`src/rtl/obstacle_box_table_macros.svh`:
```
// Assertion macros shared by the obstacle box table RTL.
// No dependencies; included by files that carry concurrent assertions.
`ifndef OBSTACLE_BOX_TABLE_MACROS_SVH
`define OBSTACLE_BOX_TABLE_MACROS_SVH

// Same-cycle implication, checked outside reset.
`define OBT_ASSERT_NOW(label, clk, rst_n, ante, cons) \
    label: assert property (@(posedge clk) disable iff (!rst_n) (ante) |-> (cons)) \
        else $error("obstacle box table check failed");

// Next-cycle implication, checked outside reset.
`define OBT_ASSERT_NEXT(label, clk, rst_n, ante, cons) \
    label: assert property (@(posedge clk) disable iff (!rst_n) (ante) |=> (cons)) \
        else $error("obstacle box table check failed");

`endif

```
`src/rtl/obt_pkg.sv`:
```
// Shared types and constants of the obstacle box table.
// No dependencies; imported by every module of the block.
package obt_pkg;

    typedef enum logic [1:0] {
        FUNC_ADD    = 2'd0,
        FUNC_REMOVE = 2'd1,
        FUNC_QUERY  = 2'd2,
        FUNC_TICK   = 2'd3
    } t_func;

    typedef enum logic [2:0] {
        ST_CLEAR,
        ST_IDLE,
        ST_PREP,
        ST_LIM,
        ST_SCAN,
        ST_DRAIN,
        ST_DONE
    } t_state;

    typedef struct packed {
        t_func              func;
        logic signed [19:0] pos_x;
        logic signed [19:0] pos_y;
        logic signed [19:0] pos_z;
        logic [18:0]        ext_x;
        logic [18:0]        ext_y;
        logic [18:0]        ext_z;
        logic               is_dynamic;
        logic [15:0]        delta_ms;
    } t_in_item;

    typedef struct packed {
        logic       navigable;
        logic [6:0] removed_count;
        logic [6:0] entry_count;
        logic       dropped;
    } t_out_item;

    typedef struct packed {
        logic signed [19:0] cx;
        logic signed [19:0] cy;
        logic signed [19:0] cz;
        logic [18:0]        ex;
        logic [18:0]        ey;
        logic [18:0]        ez;
        logic [31:0]        stamp;
    } t_box;

    typedef struct packed {
        logic  valid;
        logic  last;
        t_func func;
    } t_eval_ctl;

    typedef struct packed {
        logic valid;
        logic last;
        logic hit;
        logic free;
    } t_eval_res;

    localparam int          FLAG_VALID     = 0;
    localparam int          FLAG_DYN       = 1;
    localparam int          REG_LIFETIME   = 0;
    localparam int          REG_SWEEP      = 1;
    localparam int          ADDR_W         = 3;
    localparam logic [2:0]  ADDR_LIFETIME  = 3'(4 * REG_LIFETIME);
    localparam logic [2:0]  ADDR_SWEEP     = 3'(4 * REG_SWEEP);
    localparam logic [31:0] LIFETIME_RESET = 32'd10000;
    localparam logic [15:0] SWEEP_RESET    = 16'd100;

endpackage

```
`src/rtl/obt_cfg.sv`:
```
// Configuration registers of the obstacle box table behind an APB-style port.
// Depends on obt_pkg.
module obt_cfg
    import obt_pkg::*;
(
    input  logic              i_clk,
    input  logic              i_rst_n,
    input  logic              psel,
    input  logic              penable,
    input  logic              pwrite,
    input  logic [ADDR_W-1:0] paddr,
    input  logic [31:0]       pwdata,
    output logic [31:0]       prdata,
    output logic              pready,
    output logic [31:0]       o_lifetime,
    output logic [15:0]       o_sweep_int
);

    logic [31:0] r_lifetime;
    logic [15:0] r_sweep_int;
    logic        wr;

    assign pready = 1'b1;
    assign wr     = psel && penable && pwrite;

    always_ff @(posedge i_clk) begin
        if (!i_rst_n) begin
            r_lifetime  <= LIFETIME_RESET;
            r_sweep_int <= SWEEP_RESET;
        end else if (wr) begin
            if (paddr == ADDR_LIFETIME) begin
                r_lifetime <= pwdata;
            end
            if (paddr == ADDR_SWEEP) begin
                r_sweep_int <= pwdata[15:0];
            end
        end
    end

    always_comb begin
        case (paddr)
            ADDR_LIFETIME: prdata = r_lifetime;
            ADDR_SWEEP:    prdata = {16'd0, r_sweep_int};
            default:       prdata = 32'd0;
        endcase
    end

    assign o_lifetime  = r_lifetime;
    assign o_sweep_int = r_sweep_int;

endmodule

```
`config.mk`:
```
export PLATFORM = sky130hd
export DESIGN_NAME = obt_cfg
export DESIGN_NICKNAME = d
export VERILOG_FILES = /design/src/rtl/obstacle_box_table_macros.svh /design/src/rtl/obt_pkg.sv /design/src/rtl/obt_cfg.sv
export SDC_FILE = /design/constraint.sdc
export NUM_CORES = 1
export LEC_CHECK = 0
export ABC_AREA = 1
export BUFFER_PORTS_ARGS = -buffer_cell sky130_fd_sc_hd__buf_2
export CORE_UTILIZATION = 49
export CTS_CLUSTER_SIZE = 24
export DETAILED_ROUTE_END_ITERATION = 6
export GPL_TIMING_DRIVEN = 0
export PLACE_DENSITY_LB_ADDON = 0.08
export SLEW_MARGIN = 0
export SYNTH_ARGS = -nofsm -noshare
export SYNTH_HDL_FRONTEND = slang
export SYNTH_SLANG_ARGS = --single-unit
```
`constraint.sdc`:
```
create_clock -name i_clk -period 1.8 [get_ports i_clk]
set_input_delay 0.36 -clock i_clk [delete_from_list [all_inputs] [get_ports i_clk]]
set_output_delay 0.36 -clock i_clk [all_outputs]
set_load 0.1 [all_outputs]
```
# ---- Yosys cells after proc, flatten, opt, wreduce, memory -nomap -nowiden
# Index checks and enable logic that the tools add are counted.
dict set report word_totals {
  ff_bits 48
  input_bits 40
}
dict set report op_classes {
  eq_ne 1
  muxes 1
  reduce_logical 5
}
# operator n
set ops {}
lappend ops {{case mux 32 bit (2 select lines)} 1}
lappend ops {{AND reduction 2 bit} 2}
lappend ops {{equality test 3 bit, second input constant} 1}
lappend ops {{zero test 3 bit} 1}
lappend ops {{logical AND 1 bit} 2}

# ---- Depth between registers and ports, before layout
dict set report logic_depth {
  word_depth 3
  ltp_mapped 7
}

# ---- Worst setup path after synthesis
# No wires, ideal clock.
dict set report synth_timing {
  path_kind {flip-flop to output port}
  from {reg r_lifetime[16], in the netlist o_lifetime[16]}
  to {out prdata[16]}
  arrival_time_ps 2330
  required_ps 1440
  setup_slack_ps -890
  path_stages_with_launch 3
  path_buffers 0
  cell_sequence {dfxtp_1 > inv_1 > nor2_1}
}
dict set report synth_between {
  elab_chain_len 1
}
# element line
set synth_rtl {}
lappend synth_rtl {{from (decl)} obt_cfg.sv:19} ;# logic [31:0] r_lifetime;
lappend synth_rtl {{from (signal assigned)} obt_cfg.sv:32} ;# r_lifetime <= pwdata;
lappend synth_rtl {{case mux 32 bit (2 select lines)} obt_cfg.sv:41} ;# case (paddr)
lappend synth_rtl {{to (decl)} obt_cfg.sv:13} ;# output logic [31:0] prdata,
# No other way between the ends.

# ---- Final worst setup path
dict set report layout_timing {
  from {in paddr[1]}
  to {out prdata[17]}
}
dict set report layout_between {
  elab_chain_len 2
}
# element line
set layout_rtl {}
lappend layout_rtl {{from (decl)} obt_cfg.sv:11} ;# input logic [ADDR_W-1:0] paddr,
lappend layout_rtl {{equality test 3 bit or zero test 3 bit (tied branches)} obt_cfg.sv:41}
lappend layout_rtl {{case mux 32 bit (2 select lines) (*)} obt_cfg.sv:41}
# Every way passes the cells marked *; elsewhere a longest branch is shown, timed or not.

==> Implementation_results.wiki <==
{| class="wikitable"
! Metric !! Value
|-
| Fraction of layout instances using a drive strength above 1 || 0.454
|-
| Final GP Congestion || 0.788
|-
| CTS tree || built
|-
| Violated checks || design-rule violations
|-
| Number of nets in the synthesized netlist || 422
|-
| CP Data Required Time || 1.44 ns
|-
| Total Routing Usage GR || 0.279
|-
| Number of clock buffers inserted by TritonCTS || 5
|-
| Cells traversed along the worst timing path || buf_2 -> nor2_2 -> nand2_4 -> clkbuf_16 -> nor2_4 -> buf_6
|-
| Pin count of the biggest net entering global routing || 15
|-
| Pin slew with the least headroom to its limit || 0.533 ns
|-
| Result of the run || finished with violations
|-
| ANT nets after route || 0
|-
| Clock slew seen by the registers of the worst setup and hold paths || 0.09 ns
|-
| Minimum setup slack among reg-to-reg paths || 1.17 ns
|-
| Global-route wire length before repair || 11.0 mm
|-
| Cell class contributing the biggest share of worst-path delay || buffers and inverters
|-
| Number of optimization iterations in the first detailed-route pass || 7
|-
| Row cnt || 24
|-
| Post-detailed-placement cell area || 3240 um^2
|-
| Final worst clock skew || 0 ns
|-
| Register cell area after layout || 1020 um^2
|-
| Maximum level of the CTS H-tree || 2
|-
| Layout area overhead || 51.2%
|-
| Time the worst path needs with I/O delays and setup || 1.76 ns
|-
| Fill cell count || 337
|-
| Highest achievable clock rate || 0.568 GHz
|-
| Number of hold buffers added after CTS || 0
|-
| Proportion of netlist area held by the largest area contributor || 0.412
|-
| Hold Fails Final Rpt || 0
|-
| Average routed wire per standard cell || 12.3 um
|-
| VDD IR-drop max || 0.544 mV
|-
| Sequential element share of the synthesized area || 0.412
|-
| Buffer levels on the longest clock path || 2
|-
| R2r startpoint || o_lifetime[30]
|-
| Final max-slew violation count || 0
|-
| Worst path max stage delay || 0.25 ns
|-
| Data arrival time of the worst path || 1.40 ns
|-
| Startpoint of the most critical hold path || pwdata[9]
|-
| Clock insertion delay at the later pin of the skew report || 0.30 ns
|-
| Reg-to-reg critical path endpoint || o_lifetime[30]
|-
| Via count normalized by instance count || 4.85
|-
| Number of antenna violations at the first check in global routing || 0
|-
| Fin nets || 548
|-
| Filler-free cell count of the finished design || 561
|-
| Total core area || 4470 um^2
|-
| Slew headroom || 0.645
|-
| Nature of the critical path endpoint || output port
|-
| Final wirelength || 6.89 mm
|-
| Average instance area after synthesis || 6.11 um^2
|-
| DIE WIDTH || 71.0 um
|-
| Leading post-synthesis cells by cell area || sky130_fd_sc_hd__dfxtp_1 41%, sky130_fd_sc_hd__nand2_1 17%, sky130_fd_sc_hd__nor2_1 16%, sky130_fd_sc_hd__nand3_1 10%, sky130_fd_sc_hd__inv_1 8.0%
|-
| Post-synthesis instance area || 2330 um^2
|-
| Number of violations of the max-capacitance limit || 0
|-
| Floorplan die height || 71.0 um
|-
| Library cell occupying the most area in the post-synthesis netlist || sky130_fd_sc_hd__dfxtp_1
|-
| First DRT Iteration DRCs || 148
|-
| CP bufs+invs || 3
|-
| Synth warnings || 0
|-
| Cell at the slowest stage of the critical path || sky130_fd_sc_hd__clkbuf_16
|-
| Worst Hold Endpoint || o_lifetime[9]
|-
| Vias in the first global route || 2435
|-
| Number of instances in the synthesized netlist || 382
|-
| Overflow left after global routing || 0
|-
| Starting utilization of the core area || 0.522
|-
| Half-perimeter wire length after placement || 4.80 mm
|-
| Die outline area || 5040 um^2
|-
| Hold Path Stages || 3
|-
| Hold crit path type || in -> reg
|-
| Startpoint kind of the worst setup timing path || input port
|-
| Clock Root Buffer || sky130_fd_sc_hd__clkbuf_8
|-
| Number of instances in the placed design || 552
|-
| Worst reg2reg path depth || 2
|-
| Final std cell area, no fill || 3530 um^2
|-
| Leakage component of the power || 0.00182 uW
|-
| I/O pin cnt || 121
|-
| DRC violation count after routing || 10
|-
| Largest driver fanout on the critical path || 10
|-
| Area taken by multi-input logic gates || 1240 um^2
|-
| Num Clock Sinks || 48
|-
| Category of the most critical setup path || in -> out
|-
| Post-synth cell types || 16
|-
| Buffers added on ports || 118
|-
| PwrDens || 625 nW/um^2
|-
| Antenna diode count || 0
|-
| Number of flip-flops and latches in the synthesized netlist || 48
|-
| Detailed-route via count || 2719
|-
| Period utilization || 0.979
|-
| Final setup violating endpoints || 0
|}
timing repair:
| action | CTS | global route |
|---|---|---|
| setup buffers | 0 | 1 |
| gates resized for setup | 47 | 16 |
| pin swaps | 0 | 1 |
| setup endpoints to repair | 26 | 22 |
stage by stage:
| stage | utilization | power (uW) | TNS (ns) | setup slack [ns] | hold WS [ns] |
|---|---|---|---|---|---|
| 6_report | 0.788 | 2200 | 0 | 0.0383 | 0.280 |
| 5_1_grt | 0.788 | 2290 | -0.0458 | -0.0169 | 0.287 |
| 4_1_cts | 0.775 | 2200 | 0 | 0.000329 | 0.270 |
| 2_1_floorplan | - | 1430 | -0.200 | -0.200 | 0.486 |
| 3_3_place_gp | 0.723 | 1520 | -6.48 | -0.401 | 0.445 |
| 3_5_place_dp | 0.723 | 1530 | -6.98 | -0.406 | 0.450 |
worst register-to-register path: cells and delay by family (launching register included):
family / cells / cell delay [ns]
flip-flops: 1 / 0.33
AND/OR/NAND/NOR: 2 / 0.19
where the power goes:
part	internal, uW	switching, uW
sequential	1080	10.1
clock	313	364
combinational	112	327
registers in the layout, summed over array words and instances (netlist names):
register,count
o_lifetime,32
o_sweep_int,16
per-layer routing:
metal	wire, um	global-route usage	up-vias
met1	2900	0.330	1218
met2	3380	0.488	108
met5	0	0	-
met3	472	0.0712	13
met4	139	0.104	0
li1	-	-	1380
placed cells by master (no fill, tap or decap), types with 2 or more instances in the layout:
cell and count:
sky130_fd_sc_hd__buf_6 28, sky130_fd_sc_hd__buf_2 100, sky130_fd_sc_hd__nand2_1 92, sky130_fd_sc_hd__nand3_1 48
sky130_fd_sc_hd__nor2_4 19, sky130_fd_sc_hd__clkbuf_1 2, sky130_fd_sc_hd__inv_1 50, sky130_fd_sc_hd__buf_4 8
sky130_fd_sc_hd__dfxtp_2 47, sky130_fd_sc_hd__buf_1 3, sky130_fd_sc_hd__nor2_1 80, sky130_fd_sc_hd__clkbuf_8 6
sky130_fd_sc_hd__nor2_2 2, sky130_fd_sc_hd__nand2_2 16
how the worst max path moves through the flow:
stage	from	to	slack (ns)	depth (start not counted)
CTS	paddr[1]	prdata[18]	0.0003	6
detailed placement	paddr[0]	prdata[3]	-0.41	8
floorplan	o_lifetime[16]	prdata[16]	-0.20	2
global placement	paddr[0]	prdata[1]	-0.40	8
finish	paddr[1]	prdata[17]	0.04	6
global route	paddr[0]	prdata[5]	-0.02	8
layout make-up:
type	instances	share of cell area
plain buffers	22	0.0440
clock buffers	7	0.0245
clock inverters	1	0.00213
inverters	52	0.0553
multi-input cells	260	0.351
flip-flops and latches	48	0.289
well taps	52	0.0184
repair buffers	119	0.216
synth_stat cells:
| cell type | n |
|---|---|
| sky130_fd_sc_hd__dfxtp_1 | 48 |
| sky130_fd_sc_hd__nand3_1 | 48 |
| sky130_fd_sc_hd__buf_2 | 11 |
| sky130_fd_sc_hd__nand3_2 | 1 |
| sky130_fd_sc_hd__inv_1 | 50 |
| sky130_fd_sc_hd__nor2_2 | 1 |
| sky130_fd_sc_hd__nand2_2 | 1 |
| sky130_fd_sc_hd__inv_2 | 1 |
| sky130_fd_sc_hd__buf_4 | 5 |
| sky130_fd_sc_hd__nand2_1 | 108 |
| sky130_fd_sc_hd__buf_1 | 3 |
| sky130_fd_sc_hd__conb_1 | 1 |
| sky130_fd_sc_hd__clkinv_1 | 1 |
| sky130_fd_sc_hd__nor2_1 | 98 |
| sky130_fd_sc_hd__clkbuf_1 | 3 |
| sky130_fd_sc_hd__nor2_4 | 2 |
logic make-up after synthesis:
group                  Yosys count  share of synthesized area
buffers and inverters           74                      0.133
DFF                             48                      0.412
other                            1                    0.00161
and+or+nand+nor                259                      0.454
Power figures use the tool's default switching activity.
