**src/rtl/obstacle_box_table_macros.svh**
```systemverilog
// Assertion macros shared by the obstacle box table RTL.
// No dependencies; included by files that carry concurrent assertions.
`ifndef OBSTACLE_BOX_TABLE_MACROS_SVH
`define OBSTACLE_BOX_TABLE_MACROS_SVH

// Same-cycle implication, checked outside reset.
`define OBT_ASSERT_NOW(label, clk, rst_n, ante, cons) \
    label: assert property (@(posedge clk) disable iff (!rst_n) (ante) |-> (cons)) \
        else $error("obstacle box table check failed");

// Next-cycle implication, checked outside reset.
`define OBT_ASSERT_NEXT(label, clk, rst_n, ante, cons) \
    label: assert property (@(posedge clk) disable iff (!rst_n) (ante) |=> (cons)) \
        else $error("obstacle box table check failed");

`endif

```
**src/rtl/obt_pkg.sv**
```systemverilog
// Shared types and constants of the obstacle box table.
// No dependencies; imported by every module of the block.
package obt_pkg;

    typedef enum logic [1:0] {
        FUNC_ADD    = 2'd0,
        FUNC_REMOVE = 2'd1,
        FUNC_QUERY  = 2'd2,
        FUNC_TICK   = 2'd3
    } t_func;

    typedef enum logic [2:0] {
        ST_CLEAR,
        ST_IDLE,
        ST_PREP,
        ST_LIM,
        ST_SCAN,
        ST_DRAIN,
        ST_DONE
    } t_state;

    typedef struct packed {
        t_func              func;
        logic signed [19:0] pos_x;
        logic signed [19:0] pos_y;
        logic signed [19:0] pos_z;
        logic [18:0]        ext_x;
        logic [18:0]        ext_y;
        logic [18:0]        ext_z;
        logic               is_dynamic;
        logic [15:0]        delta_ms;
    } t_in_item;

    typedef struct packed {
        logic       navigable;
        logic [6:0] removed_count;
        logic [6:0] entry_count;
        logic       dropped;
    } t_out_item;

    typedef struct packed {
        logic signed [19:0] cx;
        logic signed [19:0] cy;
        logic signed [19:0] cz;
        logic [18:0]        ex;
        logic [18:0]        ey;
        logic [18:0]        ez;
        logic [31:0]        stamp;
    } t_box;

    typedef struct packed {
        logic  valid;
        logic  last;
        t_func func;
    } t_eval_ctl;

    typedef struct packed {
        logic valid;
        logic last;
        logic hit;
        logic free;
    } t_eval_res;

    localparam int          FLAG_VALID     = 0;
    localparam int          FLAG_DYN       = 1;
    localparam int          REG_LIFETIME   = 0;
    localparam int          REG_SWEEP      = 1;
    localparam int          ADDR_W         = 3;
    localparam logic [2:0]  ADDR_LIFETIME  = 3'(4 * REG_LIFETIME);
    localparam logic [2:0]  ADDR_SWEEP     = 3'(4 * REG_SWEEP);
    localparam logic [31:0] LIFETIME_RESET = 32'd10000;
    localparam logic [15:0] SWEEP_RESET    = 16'd100;

endpackage

```
**src/rtl/obt_eval.sv**
```systemverilog
// Per-entry evaluation pipeline: distance, containment and age tests.
// Depends on obt_pkg; fed by the registered read port of obt_store.
module obt_eval
    import obt_pkg::*;
#(
    parameter int IW = 6
) (
    input  logic               i_clk,
    input  logic               i_rst_n,
    input  t_eval_ctl          i_ctl,
    input  logic [IW-1:0]      i_idx,
    input  t_box               i_box,
    input  logic [1:0]         i_flags,
    input  logic signed [19:0] i_pos_x,
    input  logic signed [19:0] i_pos_y,
    input  logic signed [19:0] i_pos_z,
    input  logic [39:0]        i_lim,
    input  logic [31:0]        i_time,
    input  logic [31:0]        i_lifetime,
    output t_eval_res          o_res,
    output logic [IW-1:0]      o_idx
);

    t_eval_ctl     r0_ctl, ra_ctl, rb_ctl;
    logic [IW-1:0] r0_idx, ra_idx, rb_idx;

    logic [19:0] ra_dx, ra_dy, ra_dz;
    logic [18:0] ra_ex, ra_ey, ra_ez;
    logic        ra_valid, ra_dyn, ra_old;

    logic [39:0] rb_sx, rb_sy, rb_sz;
    logic        rb_inside, rb_valid, rb_dyn, rb_old;

    logic signed [20:0] dx, dy, dz;
    logic [41:0]        d2;
    logic               hit;

    function automatic logic [19:0] abs21(input logic signed [20:0] v);
        logic signed [20:0] m;
        m = v[20] ? -v : v;
        return m[19:0];
    endfunction

    assign dx = 21'(i_pos_x) - 21'(i_box.cx);
    assign dy = 21'(i_pos_y) - 21'(i_box.cy);
    assign dz = 21'(i_pos_z) - 21'(i_box.cz);

    // Control pipe carries a reset; the payload stages do not.
    always_ff @(posedge i_clk) begin
        if (!i_rst_n) begin
            r0_ctl <= '0;
            ra_ctl <= '0;
            rb_ctl <= '0;
            o_res  <= '0;
        end else begin
            r0_ctl      <= i_ctl;
            ra_ctl      <= r0_ctl;
            rb_ctl      <= ra_ctl;
            o_res.valid <= rb_ctl.valid;
            o_res.last  <= rb_ctl.last;
            o_res.hit   <= hit;
            o_res.free  <= !rb_valid;
        end
    end

    always_ff @(posedge i_clk) begin
        r0_idx   <= i_idx;
        ra_idx   <= r0_idx;
        rb_idx   <= ra_idx;
        o_idx    <= rb_idx;
        ra_dx    <= abs21(dx);
        ra_dy    <= abs21(dy);
        ra_dz    <= abs21(dz);
        ra_ex    <= i_box.ex;
        ra_ey    <= i_box.ey;
        ra_ez    <= i_box.ez;
        ra_valid <= i_flags[FLAG_VALID];
        ra_dyn   <= i_flags[FLAG_DYN];
        ra_old   <= (i_time - i_box.stamp) > i_lifetime;
        rb_sx    <= ra_dx * ra_dx;
        rb_sy    <= ra_dy * ra_dy;
        rb_sz    <= ra_dz * ra_dz;
        rb_inside <= (ra_dx < {1'b0, ra_ex}) && (ra_dy < {1'b0, ra_ey})
                     && (ra_dz < {1'b0, ra_ez});
        rb_valid <= ra_valid;
        rb_dyn   <= ra_dyn;
        rb_old   <= ra_old;
    end

    assign d2 = {2'b0, rb_sx} + {2'b0, rb_sy} + {2'b0, rb_sz};

    always_comb begin
        case (rb_ctl.func)
            FUNC_REMOVE: hit = rb_valid && (d2 < {2'b0, i_lim});
            FUNC_QUERY:  hit = rb_valid && rb_inside;
            FUNC_TICK:   hit = rb_valid && rb_dyn && rb_old;
            default:     hit = 1'b0;
        endcase
    end

endmodule

```
**config.mk**
```make
export PLATFORM = sky130hd
export DESIGN_NAME = obt_eval
export DESIGN_NICKNAME = d
export VERILOG_FILES = /design/src/rtl/obstacle_box_table_macros.svh /design/src/rtl/obt_pkg.sv /design/src/rtl/obt_eval.sv
export SDC_FILE = /design/constraint.sdc
export NUM_CORES = 2
export LEC_CHECK = 0
export BUFFER_PORTS_ARGS = -buffer_cell sky130_fd_sc_hd__buf_2
export CAP_MARGIN = 20
export CORE_ASPECT_RATIO = 1.4
export CORE_MARGIN = 5
export CORE_UTILIZATION = 58
export DETAILED_ROUTE_END_ITERATION = 12
export PLACE_DENSITY = 0.8
export SETUP_SLACK_MARGIN = 0.3
export SLEW_MARGIN = 10
export SYNTH_ARGS = -nofsm -noshare
export SYNTH_HDL_FRONTEND = slang
export SYNTH_SLANG_ARGS = --single-unit
```
**constraint.sdc**
```tcl
create_clock -name i_clk -period 7.8 [get_ports i_clk]
set_clock_uncertainty 0.1 [all_clocks]
set_input_delay 1.56 -clock i_clk [delete_from_list [all_inputs] [get_ports i_clk]]
set_output_delay 1.56 -clock i_clk [all_outputs]
set_load 0.01 [all_outputs]
```
==> Yosys cells after proc, flatten, opt, wreduce, memory -nomap -nowiden <==
Index checks and enable logic that the tools add are counted.
{ "totals": {"reg_bits": 284, "output_inout_bits": 10, "elab_cells": 64} }
{ "op_classes": {"addsub": 9, "multipliers": 3, "n_lt_le_gt_ge": 5, "n_eq_ne": 3, "muxes": 4, "reduce_logical": 7} }
{ "ops": {"columns": ["cell", "count"], "rows": [
  ["multiplier 20 x 20 -> 40 bit", 3],
  ["subtractor 20 x 20 -> 21 bit", 3],
  ["< comparator 20 x 19 -> 1 bit", 3],
  ["2-to-1 mux 20 bit", 3],
  ["negator 20 bit", 3],
  ["adder 41 x 40 -> 42 bit", 1],
  ["< comparator 42 x 40 -> 1 bit", 1],
  ["adder 40 x 40 -> 41 bit", 1],
  ["> comparator 32 bit", 1],
  ["subtractor 32 bit", 1],
  ["logical AND 1 bit", 6],
  ["== test 2 bit (second input constant)", 2],
  ["case mux 1 bit (3 select lines)", 1],
  ["== test 2 x 1 -> 1 bit (second input constant)", 1],
  ["logical NOT 1 bit", 1]
]} }

==> Logic depth before layout (Yosys ltp) <==
{ "depth": {"depth_word": 5, "mapped_depth": 28} }

==> Worst setup path before layout <==
No wires, ideal clock.
{ "synth_timing": {"kind": "reg-to-reg", "from": "reg ra_dz[8]", "to": "reg rb_sz[38]", "setup_time_ps": 72, "t_arrival_ps": 7199, "required_time_ps": 7628, "setup_slack_ps": 428, "path_stages_with_launch": 26, "n_path_buf": 2, "cell_sequence": "dfxtp_1 -> clkbuf_1 -> clkbuf_1 -> nand2_1 -> fa_1 -> inv_1 -> fa_1 -> fa_1 -> fa_1 -> inv_1 -> fa_1 -> inv_1 -> fa_1 -> inv_1 -> fa_1 -> inv_1 -> ha_1 -> a21o_1 -> a311o_1 -> o211a_1 -> o41ai_1 -> a31oi_1 -> a41o_1 -> a21o_1 -> a21oi_1 -> xnor2_1"} }
{ "synth_between": {"elab_chain_cells": 1} }
{ "synth_rtl": {"columns": ["element", "line", "text"], "rows": [
  ["from (decl)", "obt_eval.sv:27", "logic [19:0] ra_dx, ra_dy, ra_dz;"],
  ["from (signal assigned)", "obt_eval.sv:73", "ra_dz <= abs21(dz);"],
  ["multiplier 20 x 20 -> 40 bit", "obt_eval.sv:82", "rb_sz <= ra_dz * ra_dz;"],
  ["to (signal assigned)", "obt_eval.sv:82", null],
  ["to (decl)", "obt_eval.sv:31", "logic [39:0] rb_sx, rb_sy, rb_sz;"]
]} }
No other way between the ends.
A chain may end at the register's enable or synchronous reset.

==> Worst setup path after layout <==
{ "layout_timing": {"from": "reg ra_dx[9]", "to": "reg rb_sx[38]"} }
{ "layout_between": {"elab_chain_cells": 1} }
{ "layout_rtl": {"columns": ["element", "line", "text"], "rows": [
  ["from (decl)", "obt_eval.sv:27", null],
  ["from (signal assigned)", "obt_eval.sv:71", "ra_dx <= abs21(dx);"],
  ["multiplier 20 x 20 -> 40 bit", "obt_eval.sv:80", "rb_sx <= ra_dx * ra_dx;"],
  ["to (signal assigned)", "obt_eval.sv:80", null],
  ["to (decl)", "obt_eval.sv:31", null]
]} }
No other way between the ends.

==> results.sh <==
export IMPL_synthFlopType="dfxtp_1"
export IMPL_worst_setup_path_end_kind="flop"
export IMPL_row_count=129
export IMPL_first_global_vias=43400
export IMPL_timing_rr_end="rb_sx[38]"
export IMPL_max_slew_margin_pct=32.1
export IMPL_die_area_um2=95600
export IMPL_stdcell_count=7204
export IMPL_seq_area_frac_synth_pct=10.8
export IMPL_synth_edff_count=0
export IMPL_ioPinCount=337
export IMPL_slowest_stage="fa_1"
export IMPL_clkTransAtPathRegs_ps=80
export IMPL_dp_hpwl_um=112000
export IMPL_rr_startpoint="ra_dx[9]"
export IMPL_grt_overflow=0
export IMPL_crit_family="adder cells"
export IMPL_drt_iter0_drc=1915
export IMPL_layout_filler_cells=7178
export IMPL_yosysWarnings=0
export IMPL_final_util_pct=63.7
export IMPL_detail_route_antenna_nets=0
export IMPL_ff2ff_path_depth=22
export IMPL_rrSetupSlack_ps=610
export IMPL_postSynthCellCount=5683
export IMPL_synth_distinct_cells=88
export IMPL_antenna_found_initial=13
export IMPL_cts_tree="done"
export IMPL_port_buffers=336
export IMPL_drc_errors=0
export IMPL_finalMaxSlewViolations=0
export IMPL_place_inst=7140
export IMPL_finish_instance_area_um2=56400
export IMPL_hold_class="flop to flop"
export IMPL_hold_viol_final=0
export IMPL_worst_pin_slew_ps=993
export IMPL_place_gp_congestion=0.949
export IMPL_coreArea_um2=88600
export IMPL_avgSynthCellArea_um2=9.13
export IMPL_period_needed_ps=7190
export IMPL_critPathMaxFanout=16
export IMPL_setup_viol=0
export IMPL_routedWlPerCell_um=17.8
export IMPL_path_buf_inv=3
export IMPL_crit_path_frequent_cell="fa_1"
export IMPL_wl_um=128000
export IMPL_die_h_um=364
export IMPL_grt_max_degree=22
export IMPL_required_ps=8150
export IMPL_globalRouteTotalUtil_pct=26.9
export IMPL_vias=39600
export IMPL_max_stage_delay_ps=560
export IMPL_clock_sinks=281
export IMPL_die_w_um=263
export IMPL_drv_cap=0
export IMPL_worstHoldStart="r0_idx[1]"
export IMPL_critical_path_arrival_ps=7530
export IMPL_finalCritPeriodShare_pct=92.1
export IMPL_status="finished clean"
export IMPL_cp_start_kind="flop"
export IMPL_cts_root_buf="clkbuf_16"
export IMPL_worst_setup_path_type="flop to flop"
export IMPL_async_reset_ff_share_pct=0
export IMPL_via_per_inst=5.50
export IMPL_synth_seq_cells=281
export IMPL_cts_path_max_buffers=3
export IMPL_final_nets=7921
export IMPL_holdPathStages=0
export IMPL_layout_drive_gt1_share_pct=9.20
export IMPL_start_util_pct=58.6
export IMPL_placed_cell_area_um2=55100
export IMPL_crit_chain="buf_4, nand2_1, xor2_1, ha_1, o21bai_1, fa_1, inv_1, fa_1, inv_1, fa_1, fa_1, fa_1, fa_1, ha_1, and3_1, nand2_1, a211oi_1, o221ai_2, a21boi_1, o21ai_1, mux2i_1, a2111oi_0"
export IMPL_grt_pass1_wl_um=210000
export IMPL_fmax_ghz=0.139
export IMPL_synthesis_area_um2=51900
export IMPL_clock_latency_ps=580
export IMPL_numCtsBuffers=34
export IMPL_postCtsSetupBuffers=0
export IMPL_rsz0062_at_grt="true"
export IMPL_area_delta_synth_final_pct=8.73
export IMPL_tns_ps=0
export IMPL_hold_end="ra_idx[1]"
export IMPL_htreeDepth=2
export IMPL_firstDrtPassIters=5
synth_stat cells (29+ instances only):
| cell type | number | area share [%] |
|---|---|---|
| nand3_1 | 45 | 0.43 |
| nor3_1 | 42 | 0.41 |
| a211oi_1 | 33 | 0.48 |
| a21oi_1 | 228 | 2.2 |
| xor2_1 | 105 | 1.8 |
| and3_1 | 29 | 0.35 |
| o21a_1 | 51 | 0.74 |
| inv_1 | 1289 | 9.3 |
| o21bai_1 | 52 | 0.75 |
| nor2_1 | 163 | 1.2 |
| nand4_1 | 42 | 0.51 |
| fa_1 | 877 | 34 |
| and2_1 | 240 | 2.9 |
| xnor2_1 | 201 | 3.4 |
| a21o_1 | 154 | 2.2 |
| nor2b_1 | 53 | 0.64 |
| o21ai_0 | 148 | 1.4 |
| dfxtp_1 | 281 | 11 |
| nand2b_1 | 53 | 0.64 |
| ha_1 | 719 | 17 |
| clkbuf_1 | 133 | 0.96 |
| nand2_1 | 466 | 3.4 |
cells by family (layout without fill, tap and decap cells):
logic type / after synthesis / in the layout / synth area share, %
adders and majority gates: 1598 / 1598 / 51.2
buffers and inverters: 1432 / 1770 / 10.4
and+or+nand+nor: 1214 / 1214 / 11.6
AOI/OAI and AO/OA: 841 / 841 / 10.6
xor gates and xnor gates: 306 / 306 / 5.16
DFF: 281 / 281 / 10.8
muxes: 10 / 10 / 0.205
other: 1 / 5 / 0.00723
per-stage QoR:
stage	setup slack, ps	hold slack [ps]
6_report	613	220
3_3_place_gp	199	211
3_5_place_dp	86.1	215
2_1_floorplan	428	210
4_1_cts	323	223
5_1_grt	233	233
registers in the layout, indices dropped and copies added, names as in the netlist, 19 cells and up:
| name | count |
|---|---|
| ra_dx | 20 |
| ra_ex | 19 |
| ra_ey | 19 |
| ra_dy | 20 |
| ra_ez | 19 |
| rb_sz | 39 |
| rb_sy | 39 |
| rb_sx | 39 |
| ra_dz | 20 |
placed cells by master, fill, tap and decap left out, types with 17 or more instances in the layout:
cell type,Yosys,routed
clkbuf_16,0,35
buf_4,0,82
o21ai_0,148,144
nand3_1,45,45
nor3_1,42,42
nand2b_1,53,53
fa_1,877,877
and2_1,240,240
a211oi_1,33,32
a21o_1,154,154
dfxtp_1,281,261
o21a_1,51,51
buf_2,2,337
dfxtp_2,0,17
nor2b_1,53,53
a21oi_1,228,228
a31oi_1,18,17
and3_1,29,29
inv_1,1289,1289
o21bai_1,52,52
xor2_1,105,104
nand4_1,42,42
nand2_1,466,466
nor2_1,163,162
xnor2_1,201,201
o211ai_1,19,19
ha_1,719,719
layer usage:
layer / share of wire [%] / vias up / global-route usage [%]
li1: - / 18500 / -
met1: 37 / 19600 / 29.9
met2: 53 / 1100 / 51.4
met3: 4.1 / 370 / 2.77
met4: 5.6 / 4 / 13.3
met5: 0.016 / - / 0
layout make-up:
type                       count  area (µm²)  share of cell area [%]
antenna                        2        5.00                 0.00887
clock buffer                  42         942                    1.67
clock inverter                19         208                   0.368
inverter                    1289        4840                    8.58
multi-input combinational   3972       41000                    72.6
sequential                   281        5660                    10.0
tap                         1179        1480                    2.61
timing repair buffer         420        2310                    4.10
repair_timing:
item,in CTS,in global routing
pin swaps,0,2
setup endpoints to repair,5,23
hold buffers,0,0
resized for setup,6,36
how the worst max path moves through the flow:
stage / from / endpoint / slack (ps) / depth (start not counted)
after floorplan: ra_dz[8] / rb_sz[38] / 430 / 25
after global placement: ra_dz[4] / rb_sz[38] / 200 / 23
after detailed placement: ra_dz[2] / rb_sz[38] / 90 / 24
after CTS: ra_dx[8] / rb_sx[38] / 320 / 21
after global routing: ra_dx[9] / rb_sx[38] / 230 / 22
final: ra_dx[9] / rb_sx[38] / 610 / 22
Power is left out: the tool's default activity adds up to more than one toggle a clock period on the data nets, which glitch-free logic cannot reach.
